===== src/rtl/core/qte_pkg.sv =====
`default_nettype none

package qte_pkg;

    // output angle width, 2^(ANGLE_BITS-1) stands for pi
    localparam int ANGLE_BITS = 16;

    // datapath widths
    localparam int SUM_W      = 64;
    localparam int VEC_W      = 44;
    localparam int ANG_W      = 34;
    localparam int YAW_W      = 32;
    localparam int RAD_W      = 61;
    localparam int ROOT_W     = 64;
    localparam int SHIFT_W    = 5;
    localparam int NORM_BITS  = 40;
    localparam int SQRT_STEPS = 32;
    localparam int ATAN_DEPTH = 32;
    localparam int ATAN_IW    = 5;

    // queue between front and back
    localparam int FIFO_DEPTH = 4;
    localparam int FIFO_AW    = 2;

    // quarter turn in units of pi/2^31
    localparam logic signed [ANG_W-1:0] QUARTER_TURN = 34'sd1073741824;

    // atan(2^-i) in units of pi/2^31
    localparam logic [31:0] ATAN_STEP [ATAN_DEPTH] = '{
        32'd536870912, 32'd316933406, 32'd167458907, 32'd85004756,
        32'd42667331,  32'd21354465,  32'd10679838,  32'd5340245,
        32'd2670163,   32'd1335087,   32'd667544,    32'd333772,
        32'd166886,    32'd83443,     32'd41722,     32'd20861,
        32'd10430,     32'd5215,      32'd2608,      32'd1304,
        32'd652,       32'd326,       32'd163,       32'd81,
        32'd41,        32'd20,        32'd10,        32'd5,
        32'd3,         32'd1,         32'd1,         32'd0
    };

    typedef struct packed {
        logic signed [15:0] quat_w;
        logic signed [15:0] quat_x;
        logic signed [15:0] quat_y;
        logic signed [15:0] quat_z;
    } qte_in_t;

    typedef struct packed {
        logic signed [ANGLE_BITS-1:0] pitch_angle;
        logic signed [ANGLE_BITS-1:0] yaw_angle;
        logic signed [ANGLE_BITS-1:0] roll_angle;
    } qte_out_t;

    // one cordic lane: vector, angle accumulator, zero vector flag
    typedef struct packed {
        logic signed [VEC_W-1:0] x;
        logic signed [VEC_W-1:0] y;
        logic signed [ANG_W-1:0] z;
        logic                    zero;
    } qte_vec_t;

    // queue entry: prepared pitch and roll lanes, yaw argument and radicand
    typedef struct packed {
        qte_vec_t                pitch;
        qte_vec_t                roll;
        logic signed [YAW_W-1:0] yaw_t;
        logic [RAD_W-1:0]        rad;
    } qte_item_t;

    typedef struct packed {
        logic full;
        logic empty;
    } qte_fifo_stat_t;

    // one vectoring iteration
    function automatic qte_vec_t cordic_step(qte_vec_t v, logic [ATAN_IW-1:0] i);
        qte_vec_t                r;
        logic signed [VEC_W-1:0] dx;
        logic signed [VEC_W-1:0] dy;
        logic signed [ANG_W-1:0] a;
        dx = v.x >>> i;
        dy = v.y >>> i;
        a  = ANG_W'(ATAN_STEP[i]);
        r  = v;
        if (v.y > 0)
        begin
            r.x = v.x + dy;
            r.y = v.y - dx;
            r.z = v.z + a;
        end
        else
        begin
            r.x = v.x - dy;
            r.y = v.y + dx;
            r.z = v.z - a;
        end
        return r;
    endfunction

endpackage

`default_nettype wire


===== src/rtl/core/qte_fifo.sv =====
`default_nettype none

module qte_fifo (
    input  wire logic                      clk,
    input  wire logic                      rst_n,
    input  wire logic                      push,
    input  wire qte_pkg::qte_item_t        wdata,
    input  wire logic                      pop,
    output qte_pkg::qte_item_t             rdata,
    output qte_pkg::qte_fifo_stat_t        stat
);

    localparam int AW = qte_pkg::FIFO_AW;
    localparam int CW = qte_pkg::FIFO_AW + 1;

    qte_pkg::qte_item_t mem_reg [qte_pkg::FIFO_DEPTH];
    logic [AW-1:0]      wr_ptr_reg, wr_ptr_next;
    logic [AW-1:0]      rd_ptr_reg, rd_ptr_next;
    logic [CW-1:0]      count_reg, count_next;

    // pointer and fill count update
    always_comb
    begin
        wr_ptr_next = push ? wr_ptr_reg + AW'(1) : wr_ptr_reg;
        rd_ptr_next = pop ? rd_ptr_reg + AW'(1) : rd_ptr_reg;
        count_next  = count_reg;
        if (push && !pop)
            count_next = count_reg + CW'(1);
        else if (pop && !push)
            count_next = count_reg - CW'(1);
    end

    always_ff @(posedge clk or negedge rst_n)
    begin
        if (!rst_n)
        begin
            wr_ptr_reg <= '0;
            rd_ptr_reg <= '0;
            count_reg  <= '0;
        end
        else
        begin
            wr_ptr_reg <= wr_ptr_next;
            rd_ptr_reg <= rd_ptr_next;
            count_reg  <= count_next;
        end
    end

    // storage
    always_ff @(posedge clk)
    begin
        if (push)
            mem_reg[wr_ptr_reg] <= wdata;
    end

    assign rdata      = mem_reg[rd_ptr_reg];
    assign stat.full  = (count_reg == CW'(qte_pkg::FIFO_DEPTH));
    assign stat.empty = (count_reg == '0);

endmodule

`default_nettype wire


===== config.mk =====
export PLATFORM = sky130hd
export DESIGN_NAME = qte_fifo
export DESIGN_NICKNAME = d
export VERILOG_FILES = /design/src/rtl/core/qte_pkg.sv /design/src/rtl/core/qte_fifo.sv
export SDC_FILE = /design/constraint.sdc
export NUM_CORES = 1
export LEC_CHECK = 0
export BUFFER_PORTS_ARGS = -buffer_cell sky130_fd_sc_hd__buf_2
export CORE_ASPECT_RATIO = 1.5
export CORE_MARGIN = 8
export CORE_UTILIZATION = 50
export CTS_BUF_LIST = sky130_fd_sc_hd__clkbuf_16
export DETAILED_ROUTE_END_ITERATION = 8
export GPL_TIMING_DRIVEN = 0
export PLACE_DENSITY = 0.7
export SLEW_MARGIN = 15
export SYNTH_ARGS = -nofsm -noshare
export SYNTH_HDL_FRONTEND = slang
export SYNTH_SLANG_ARGS = --single-unit

===== constraint.sdc =====
create_clock -name clk -period 25.4 [get_ports clk]
set_clock_uncertainty 0.1 [all_clocks]
set_input_delay 3.81 -clock clk [delete_from_list [all_inputs] [get_ports clk]]
set_output_delay 3.81 -clock clk [all_outputs]
set_load 0.03 [all_outputs]

==> impl_metrics.tcl, run 1 <==
set metrics [dict create \
    syn2layout_area_growth_pct 20.5 \
    wirelength_met1_um 38400 \
    hold_viol 0 \
    drt-initial-drc-count 1653 \
    fin_crit_sh_pct 27.0 \
    synthSimpleGateAreaFrac_pct 0.0989 \
    hold_buffers 0 \
    ctsLongestPathBuffers 3 \
    nets 2986 \
    async_reset_ff_share_pct 0.514 \
    cp_cell_sequence "buf_2 > clkbuf_1 > buf_2 > mux4_2 > buf_2" \
    synth_cells 1805 \
    cp.arrival_ns 2.95 \
    hp-class "flip-flop to flip-flop" \
    synth_cell_type_count 18 \
    cpMostUsedCell "buf_2" \
    dpl.cell_count 3806 \
    worstSetupEndpointType "output port" \
    relSlewSlack_pct 51.2 \
    firstDrtPassIters 5 \
    syn_avg_cell_area_um2 27.3 \
    io_buffers 683 \
    yosys.area.top_type "edfxtp_1" \
    netlist_top_cells_count "edfxtp_1 (1356), mux4_2 (339), buf_2 (36)" \
    viasPerCell 5.58 \
    cts_buffers 116 \
    start_kind "flip-flop" \
    maxCapViolCount 0 \
    yosys_most_used_dff "edfxtp_1" \
    power_leakage_nw 20.3 \
    syn-cell-area_um2 49300 \
    synthAdderAreaFrac_pct 0.167 \
    wire_per_inst_um 27.2 \
    cts.sinks 1363 \
    final_area_um2 59500 \
    cts-root-buf "clkbuf_16" \
    syn_nets 2154 \
    required_ns 21.49 \
    die_h_um 401 \
    start_util_pct 50.3 \
    grt_pass1_vias 24300 \
    synth-edff-count 1356 \
    grt_pass1_wl_um 161000 \
    route.met3.wl_um 9990 \
    ios 684 \
    wl_um 111000 \
    synth_area_leaders "edfxtp_1 (83%), mux4_2 (15%), buf_6 (0.75%), buf_2 (0.37%), dfrtp_1 (0.36%)" \
    clk_pin_slew_ns 0.06 \
    synth_compound_area_share_pct 0.0101 \
    crit_start "rd_ptr_reg[1]$_DFFE_PN0P_" \
    synth_top_family_by_area "multiplexers" \
    path_class "flip-flop to output port" \
    cts_max_level 3 \
    worst_slew_pin_slew_ns 0.732 \
    cts_setup_buffers 0 \
    cts_tree "yes" \
    num_rows 141 \
    setup_viol_count_final 0 \
    max-vdd-ir-drop_v 0.0000832 \
    fin_cells 4076 \
    grt_usage_pct 19.9 \
    critPathSlowestCell "clkbuf_1" \
    die_area_um2 109000 \
    place_area_um2 55100 \
    place_congestion 0.769 \
    synth_top_area_share_pct 82.6 \
    yosys_warnings 0 \
    final_max_slew_viol_count 0 \
    grt_max_degree 52 \
    core_um2 98100 \
    synth.most_common_cell "edfxtp_1" \
    synth.mux.area_fraction_pct 15.5 \
    fmax_mhz 146 \
    ys_seq_area_share_pct 82.9 \
    power_w 0.00764 \
    clk_latency_ns 0.69 \
    dr_wl_met2_um 57300 \
    synth_xor_area_share_pct 0.107 \
    hold_path_startpoint "count_reg[2]$_DFFE_PN0P_" \
    top_layer_used "met5" \
    drcViolationCount 0 \
    largest_register_ffs 1356 \
    post-dp-hpwl_um 77100 \
    power_density_nw_per_um2 128 \
    critPathMaxFanout 10 \
    dr_total_vias 22700 \
    fp.dieW_um 272 \
    fin_setup_tns_ns 0 \
    antenna_found_initial 60 \
    ys_ff_latch 1363 \
    r2r_start "wr_ptr_reg[0]$_DFFE_PN0P_" \
    drive_gt1_share_pct 47.9 \
    postLayoutCoreUtil_pct 60.6 \
    ctsResizeCount 0 \
    rsz0062_at_grt "false" \
    cp_slowest_stage_delay_ns 0.60 \
    fin_crit_ns 6.86 \
    status "complete, no violations" \
    postRouteAntennaNets 0 \
    overflow 0 \
]
cells in the final DEF (no fill, tap or decap), drive strengths merged, types with 2 or more instances in the layout:
master and n:
nand2 2, clkbuf 125, and2 4, diode 51
bufinv 26, ha 5, edfxtp 1356, clkinvlp 2
dfrtp 7, inv 19, buf 783, xnor2 2
xor2 4, clkinv 58, mux4 339
logic make-up after synthesis:
kind of cell | Yosys count
DFF | 1363
buffers and inverters | 80
adders and majority gates | 6
AOI/OAI and AO/OA | 1
and+or+nand+nor | 9
xor gates and xnor gates | 6
muxes | 340
final timing paths:
kind / end / slack (ns) / cells after the start
max: rdata[285] / 18.54 / 5
min: count_reg[2]$_DFFE_PN0P_ / 0.40 / 1
max reg2reg: mem_reg[0][148]$_DFFE_PP_ / 22.30 / 8
min reg2reg: count_reg[2]$_DFFE_PN0P_ / 0.40 / 1
max in group asynchronous: rd_ptr_reg[1]$_DFFE_PN0P_ / 22.18 / 1
min in group asynchronous: count_reg[0]$_DFFE_PN0P_ / 2.85 / 1
critical path, delay by kind of cell (launching register included):
kind	cells	cell delay (ns)
muxes	1	0.41
buffers and inverters	4	1.54
DFF	1	0.32
area by class of cell:
class / count / area [um^2]
repair buffers: 714 / 4200
clock inverters: 101 / 1230
well taps: 1287 / 1610
fillers: 6738 / 38600
clock buffers: 118 / 2950
plain buffers: 76 / 578
multi-input cells: 362 / 7850
flip-flops and latches: 1363 / 40900
inverters: 4 / 15.0
diodes: 51 / 128
metrics by stage:
stage          hold WS, ns  setup WS [ns]
2_1_floorplan        0.356          13.11
5_1_grt              0.411          18.32
3_3_place_gp         0.381           6.92
4_1_cts              0.392          18.33
6_report             0.399          18.54
3_5_place_dp         0.379          18.91
per-layer routing:
layer  vias up  track usage, %
met5         -               0
met4        32            9.50
met3       243            6.66
met2       887            33.7
met1     12000            22.7
li1       9618               -
where the power goes:
group / internal (W) / switching, W
Combinational: 0.000954 / 0.00177
Clock: 0.00111 / 0.000783
Sequential: 0.00293 / 0.0000856
Total: 0.00500 / 0.00264
Power figures use the tool's default switching activity.
==> run 2: changes to the inputs <==
--- a/config.mk
+++ b/config.mk
@@ -5,6 +5,7 @@
 export SDC_FILE = /design/constraint.sdc
 export NUM_CORES = 1
 export LEC_CHECK = 0
+export ABC_AREA = 1
 export BUFFER_PORTS_ARGS = -buffer_cell sky130_fd_sc_hd__buf_2
 export CORE_ASPECT_RATIO = 1.5
 export CORE_MARGIN = 8
@@ -12,7 +13,7 @@
 export CTS_BUF_LIST = sky130_fd_sc_hd__clkbuf_16
 export DETAILED_ROUTE_END_ITERATION = 8
 export GPL_TIMING_DRIVEN = 0
-export PLACE_DENSITY = 0.7
+export PLACE_DENSITY = 0.69
 export SLEW_MARGIN = 15
 export SYNTH_ARGS = -nofsm -noshare
 export SYNTH_HDL_FRONTEND = slang
==> constraint.sdc (replaced) <==
create_clock -name clk -period 7.01 [get_ports clk]
set_clock_uncertainty 0.1 [all_clocks]
set_input_delay 1.0515 -clock clk [delete_from_list [all_inputs] [get_ports clk]]
set_output_delay 1.0515 -clock clk [all_outputs]
set_load 0.03 [all_outputs]
==> run 2 against run 1 <==
  * Hold slack lost 0.34 ns
  * Critical endpoint is now rdata[226]
  * Clock-buffer cell count up 2
  * Power grew to 4.1 times the previous value
  * Combinational power rose to 5.1 times the previous value
  * Highest routed layer unchanged
==> impl_metrics.tcl, run 2 <==
set metrics [dict create \
    power_w 0.0314 \
    syn2layout_area_growth_pct 18.7 \
    p_clk_share_pct 20.7 \
    drcViolationCount 0 \
    whs_ns 0.0584 \
    grt_max_degree 31 \
    syn_avg_cell_area_um2 13.8 \
    place_area_um2 61400 \
    wire_per_inst_um 23.0 \
    antenna_found_initial 70 \
    wl_um 149000 \
    async_reset_ff_share_pct 0.514 \
    switching_share_pct 42.8 \
    die_area_um2 121000 \
    netlist_top_cells_count "edfxtp_1 (1356), nand2_1 (1030), inv_1 (689)" \
    synth-edff-count 1356 \
    final_area_um2 65400 \
    final_common_cell "edfxtp_1" \
    firstDrtPassIters 7 \
    synth_cell_type_count 21 \
    cts-root-buf "clkbuf_16" \
    path_class "flip-flop to output port" \
    nets 5206 \
    yosys_most_used_dff "edfxtp_1" \
    core_um2 110000 \
    syn_nets 4352 \
    grt_pass1_vias 34200 \
    fin_setup_tns_ns 0 \
    synth_top_area_share_pct 73.9 \
    relSlewSlack_pct 46.5 \
    setup_viol_count_final 0 \
    post-dp-hpwl_um 104000 \
    worstSetupEndpointType "output port" \
    final_max_slew_viol_count 0 \
    status "complete, no violations" \
    fin_crit_sh_pct 58.6 \
    yosys_warnings 0 \
    start_kind "flip-flop" \
    fillers 8408 \
    fp.dieW_um 287 \
    power_leakage_nw 26.4 \
    viasPerCell 5.29 \
    ys_ff_latch 1363 \
    ctsLongestPathBuffers 3 \
    synth.most_common_cell "edfxtp_1" \
    critPathMaxFanout 10 \
    ctsResizeCount 0 \
    grt_usage_pct 23.8 \
    p_sw_w 0.0134 \
    place_congestion 0.818 \
    cts_tree "yes" \
    timing.rr.end "mem_reg[0][131]$_DFFE_PP_" \
    maxCapViolCount 0 \
    power_density_nw_per_um2 479 \
    overflow 0 \
    layout_common_cells "edfxtp_1 (1356), nand2_1 (1030), buf_2 (801)" \
    p_int_w 0.0179 \
    seqPwrFrac_pct 35.0 \
    fmax_mhz 243 \
    io_buffers 683 \
    cp.arrival_ns 2.96 \
    hold_viol 0 \
    ios 684 \
    ff_latch_area_um2 40900 \
    cts_max_level 3 \
    drt-initial-drc-count 2460 \
    hp-class "input port to asynchronous set/reset pin" \
    postLayoutCoreUtil_pct 59.7 \
    clk_latency_ns 0.73 \
    start_util_pct 50.3 \
    clk_pin_slew_ns 0.07 \
    hold_buffers 0 \
    postRouteAntennaNets 0 \
    cts_buffers 119 \
    largest_register_ffs 1356 \
    multi_input_area_um2 10200 \
    required_ns 5.86 \
    r2r_cells 9 \
    cts_setup_buffers 0 \
    r2r_start "wr_ptr_reg[0]$_DFFE_PN0P_" \
    worst_slew_pin_slew_ns 0.802 \
    power_frac_comb_pct 44.3 \
    yosys.area.top_type "edfxtp_1" \
    synth_cells 4003 \
    syn-cell-area_um2 55100 \
    grt_pass1_wl_um 218000 \
    drive_gt1_share_pct 26.7 \
    reg2reg_slack_ns 3.93 \
    max-vdd-ir-drop_v 0.000409 \
    die_h_um 423 \
    ys_seq_area_share_pct 74.2 \
    num_rows 149 \
    rsz0062_at_grt "false" \
    dr_total_vias 34200 \
    synth_area_leaders "edfxtp_1 (74%), nand2_1 (7.0%), o211ai_1 (6.2%), o211ai_2 (5.0%), inv_1 (4.7%)" \
    fin_crit_ns 4.11 \
    cts.sinks 1363 \
]
==> run 2: cell types whose count changed in the layout (fill, tap and decap cells not counted), sizes merged, moves of 35 or more <==
cell | previous run | this run
o211ai | 0 | 678
nand2 | 2 | 1030
inv | 19 | 706
mux4 | 339 | 0
clkbuf | 125 | 160
buf | 783 | 920
==> run 2: worst max path at each step <==
| stage | startpoint | to | slack [ns] | cells past startpoint |
|---|---|---|---|---|
| after CTS | rd_ptr_reg[1]$_DFFE_PN0P_ | rdata[226] | 2.73 | 7 |
| after global placement | push | mem_reg[2][144]$_DFFE_PP_ | -4.48 | 4 |
| after detailed placement | push | mem_reg[3][135]$_DFFE_PP_ | 3.10 | 10 |
| after floorplan | push | mem_reg[0][0]$_DFFE_PP_ | 0.13 | 3 |
| after global routing | rd_ptr_reg[1]$_DFFE_PN0P_ | rdata[226] | 2.72 | 7 |
| final | rd_ptr_reg[1]$_DFFE_PN0P_ | rdata[226] | 2.90 | 7 |
==> run 2: worst max-delay path: stages (launching register included) <==
cell and delay (ns):
dfrtp_1 0.38, buf_4 0.20, inv_2 0.22, buf_2 0.49
buf_2 0.37, o211ai_1 0.14, nand2_1 0.15, buf_2 0.26
==> run 2: layer usage <==
| layer | up-vias | track usage (%) | share of wire (%) |
|---|---|---|---|
| li1 | 15800 | - | - |
| met1 | 16800 | 28.6 | 37 |
| met2 | 1238 | 40.9 | 51 |
| met3 | 256 | 6.35 | 8.6 |
| met4 | 36 | 8.78 | 3.1 |
| met5 | - | 0 | 0.17 |
==> run 2: cell type report <==
cell class	instances	area share (%)
Antenna cell	55	0.210
Buffer	227	2.20
Clock buffer	120	4.59
Clock inverter	106	1.40
Inverter	690	3.98
Multi-Input combinational cell	1723	15.6
Sequential cell	1363	62.5
Tap cell	1434	2.74
Timing Repair Buffer	733	6.78
==> run 2: kinds of logic (layout without fill, tap and decap cells) <==
| logic type | count (synthesis) | count (layout) | synth area share (%) |
|---|---|---|---|
| adders and majority gates | 6 | 6 | 0.150 |
| other | 0 | 55 | 0 |
| AOI/OAI and AO/OA | 679 | 679 | 11.2 |
| buffers and inverters | 917 | 1876 | 7.31 |
| DFF | 1363 | 1363 | 74.2 |
| and+or+nand+nor | 1034 | 1034 | 7.05 |
| xor gates and xnor gates | 4 | 4 | 0.0636 |
==> run 2: stage by stage <==
| step | setup slack, ns | std cells |
|---|---|---|
| 6_report | 2.90 | 6451 |
| 5_1_grt | 2.72 | 6416 |
| 4_1_cts | 2.73 | 6396 |
| 2_1_floorplan | 0.128 | 4003 |
| 3_5_place_dp | 3.10 | 6170 |
| 3_3_place_gp | -4.48 | 6120 |
==> run 2: power groups by stage <==
stage	logic, W	registers (W)	clock network (W)
finish	0.0139	0.0110	0.00649
detailed placement	0.0140	0.0111	0
floorplan	0.00875	0.0114	0
global placement	0.0135	0.0118	0
CTS	0.0141	0.0110	0.00658
global route	0.0148	0.0111	0.00688
==> run 3: changes to the inputs <==
==> constraint.sdc (replaced) <==
create_clock -name clk -period 4.25 [get_ports clk]
set_clock_uncertainty 0.1 [all_clocks]
set_input_delay 0.6375 -clock clk [delete_from_list [all_inputs] [get_ports clk]]
set_output_delay 0.6375 -clock clk [all_outputs]
set_load 0.03 [all_outputs]
==> run 3 against run 2 <==
  * Via count is 4.2% higher
  * Clock-buffer cell count is 3 higher
  * Non-clock buffer count is 343 higher
  * Global-route usage is 0.32 points higher
  * Die area stayed put
  * Largest cell class unchanged
  * Highest routed layer unchanged
  * Sequential power is 65% higher
  * Hold slack hardly changed
  * Design area is 5.3% higher
==> impl_metrics.tcl, run 3 (synthesis gave the netlist of run 2 again) <==
set metrics [dict create \
    status "complete, no violations" \
    hp-class "input port to flip-flop" \
    fillers 7993 \
    overflow 0 \
    critPathMaxFanout 12 \
    antenna_found_initial 19 \
    critPathSlowestCell "clkbuf_1" \
    nets 5551 \
    cp_cell_sequence "buf_4 > buf_4 > clkbuf_1 > o211ai_1 > nand2_1 > buf_2" \
    place_congestion 0.825 \
    start_util_pct 50.3 \
    die_h_um 423 \
    cpMostUsedCell "buf_4" \
    wl_um 150000 \
    critPathBufInv 4 \
    finalWorstSetupSlack_ns 0.611 \
    relSlewSlack_pct 51.0 \
    rsz0062_at_grt "false" \
    dpl.cell_count 6173 \
    num_rows 149 \
    fin_crit_ns 3.64 \
    drive_gt1_share_pct 25.2 \
    drcViolationCount 0 \
    cp_slowest_stage_delay_ns 0.60 \
    dr_total_vias 35600 \
    required_ns 3.51 \
    drt-initial-drc-count 2928 \
    fin_crit_sh_pct 85.6 \
    syn2layout_area_growth_pct 25.0 \
    postRouteAntennaNets 0 \
    start_kind "flip-flop" \
    cts_setup_buffers 0 \
    cts_buffers 121 \
    whs_ns 0.0588 \
    worst_slew_pin_slew_ns 0.735 \
    place_area_um2 61500 \
    ff_latch_area_um2 40900 \
    fin_cells 6765 \
    dp_slack_ns 1.14 \
    fin_setup_tns_ns 0 \
    core_um2 110000 \
    cp.arrival_ns 2.90 \
    ctsLongestPathBuffers 3 \
    cp_top_family "buffers and inverters" \
    grt_usage_pct 24.1 \
    fp.dieW_um 287 \
    io_buffers 683 \
    cts-root-buf "clkbuf_16" \
    clk_pin_slew_ns 0.06 \
    max-vdd-ir-drop_v 0.000591 \
    ios 684 \
    layout_common_cells "edfxtp_1 (1356), nand2_1 (1026), buf_2 (801)" \
    cts.sinks 1363 \
    grt_max_degree 32 \
    wire_per_inst_um 22.2 \
    largest_register_ffs 1356 \
    final_area_um2 68900 \
    firstDrtPassIters 5 \
    maxCapViolCount 0 \
    multi_input_area_um2 10200 \
    worstSetupEndpointType "output port" \
    viasPerCell 5.26 \
    final_max_slew_viol_count 0 \
    fmax_mhz 275 \
    grt_pass1_wl_um 223000 \
    ctsResizeCount 0 \
    hold_viol 0 \
    post-dp-hpwl_um 103000 \
    cts_max_level 3 \
    power_leakage_nw 27.9 \
    die_area_um2 121000 \
    clk_latency_ns 0.74 \
    grt_pass1_vias 35900 \
    power_density_nw_per_um2 758 \
    cts_tree "yes" \
    path_class "flip-flop to output port" \
    final_common_cell "edfxtp_1" \
    setup_viol_count_final 0 \
]
==> run 3: report_power, final <==
part	total [W]	switching, W	internal [W]	leakage (nW)
Clock	0.0108	0.00484	0.00599	1.99
Combinational	0.0233	0.0169	0.00642	13.4
Sequential	0.0181	0.000565	0.0175	12.5
Total	0.0522	0.0223	0.0299	27.9
==> run 3: repair_timing <==
item	4_1_cts	5_1_grt
setup endpoints to repair	0	0
hold buffers	340	0
endpoints found under the hold margin	1360	0
==> run 3: layer usage <==
metal | global-route usage (%) | up-vias | part of all wire [%]
met5 | 0 | - | 0.035
met4 | 8.69 | 8 | 3.3
met3 | 5.76 | 258 | 8.4
met2 | 41.6 | 1432 | 50
met1 | 29.4 | 17400 | 38
li1 | - | 16500 | -
==> run 3: stage by stage <==
step,total power [W],util (%)
final,0.0522,62.9
after global routing,0.0546,62.8
after CTS,0.0526,62.8
after detailed placement,0.0416,56.1
after global placement,0.0413,55.1
after floorplan,0.0333,-
==> run 3: worst reg2reg max path, cell delays in order, from the launching register on <==
cell and delay, ns:
dfrtp_1 0.41, inv_1 0.09, ha_1 0.23, nand2_4 0.08
clkinvlp_4 0.51, buf_12 0.42, buf_12 0.21, buf_16 0.19
buf_12 0.18, buf_12 0.21
==> run 3: final timing paths <==
kind,startpoint,slack [ns],end,cells after the start
min in group asynchronous,rst_n,0.19,count_reg[2]$_DFFE_PN0P_,2
max,rd_ptr_reg[0]$_DFFE_PN0P_,0.61,rdata[75],6
max reg2reg,wr_ptr_reg[0]$_DFFE_PN0P_,1.35,mem_reg[0][232]$_DFFE_PP_,9
min,wdata[111],0.06,mem_reg[2][111]$_DFFE_PP_,1
max in group asynchronous,rst_n,3.70,rd_ptr_reg[1]$_DFFE_PN0P_,2
min reg2reg,count_reg[2]$_DFFE_PN0P_,0.40,count_reg[2]$_DFFE_PN0P_,2
==> run 3: area by class of cell <==
cell class                      count  share of cell area [%]
Antenna cell                       24                  0.0872
Buffer                            227                    2.12
Clock buffer                      123                    4.47
Clock inverter                    105                    1.23
Inverter                          690                    3.78
Multi-Input combinational cell   1723                    14.8
Sequential cell                  1363                    59.4
Tap cell                         1434                    2.60
Timing Repair Buffer             1076                    11.5
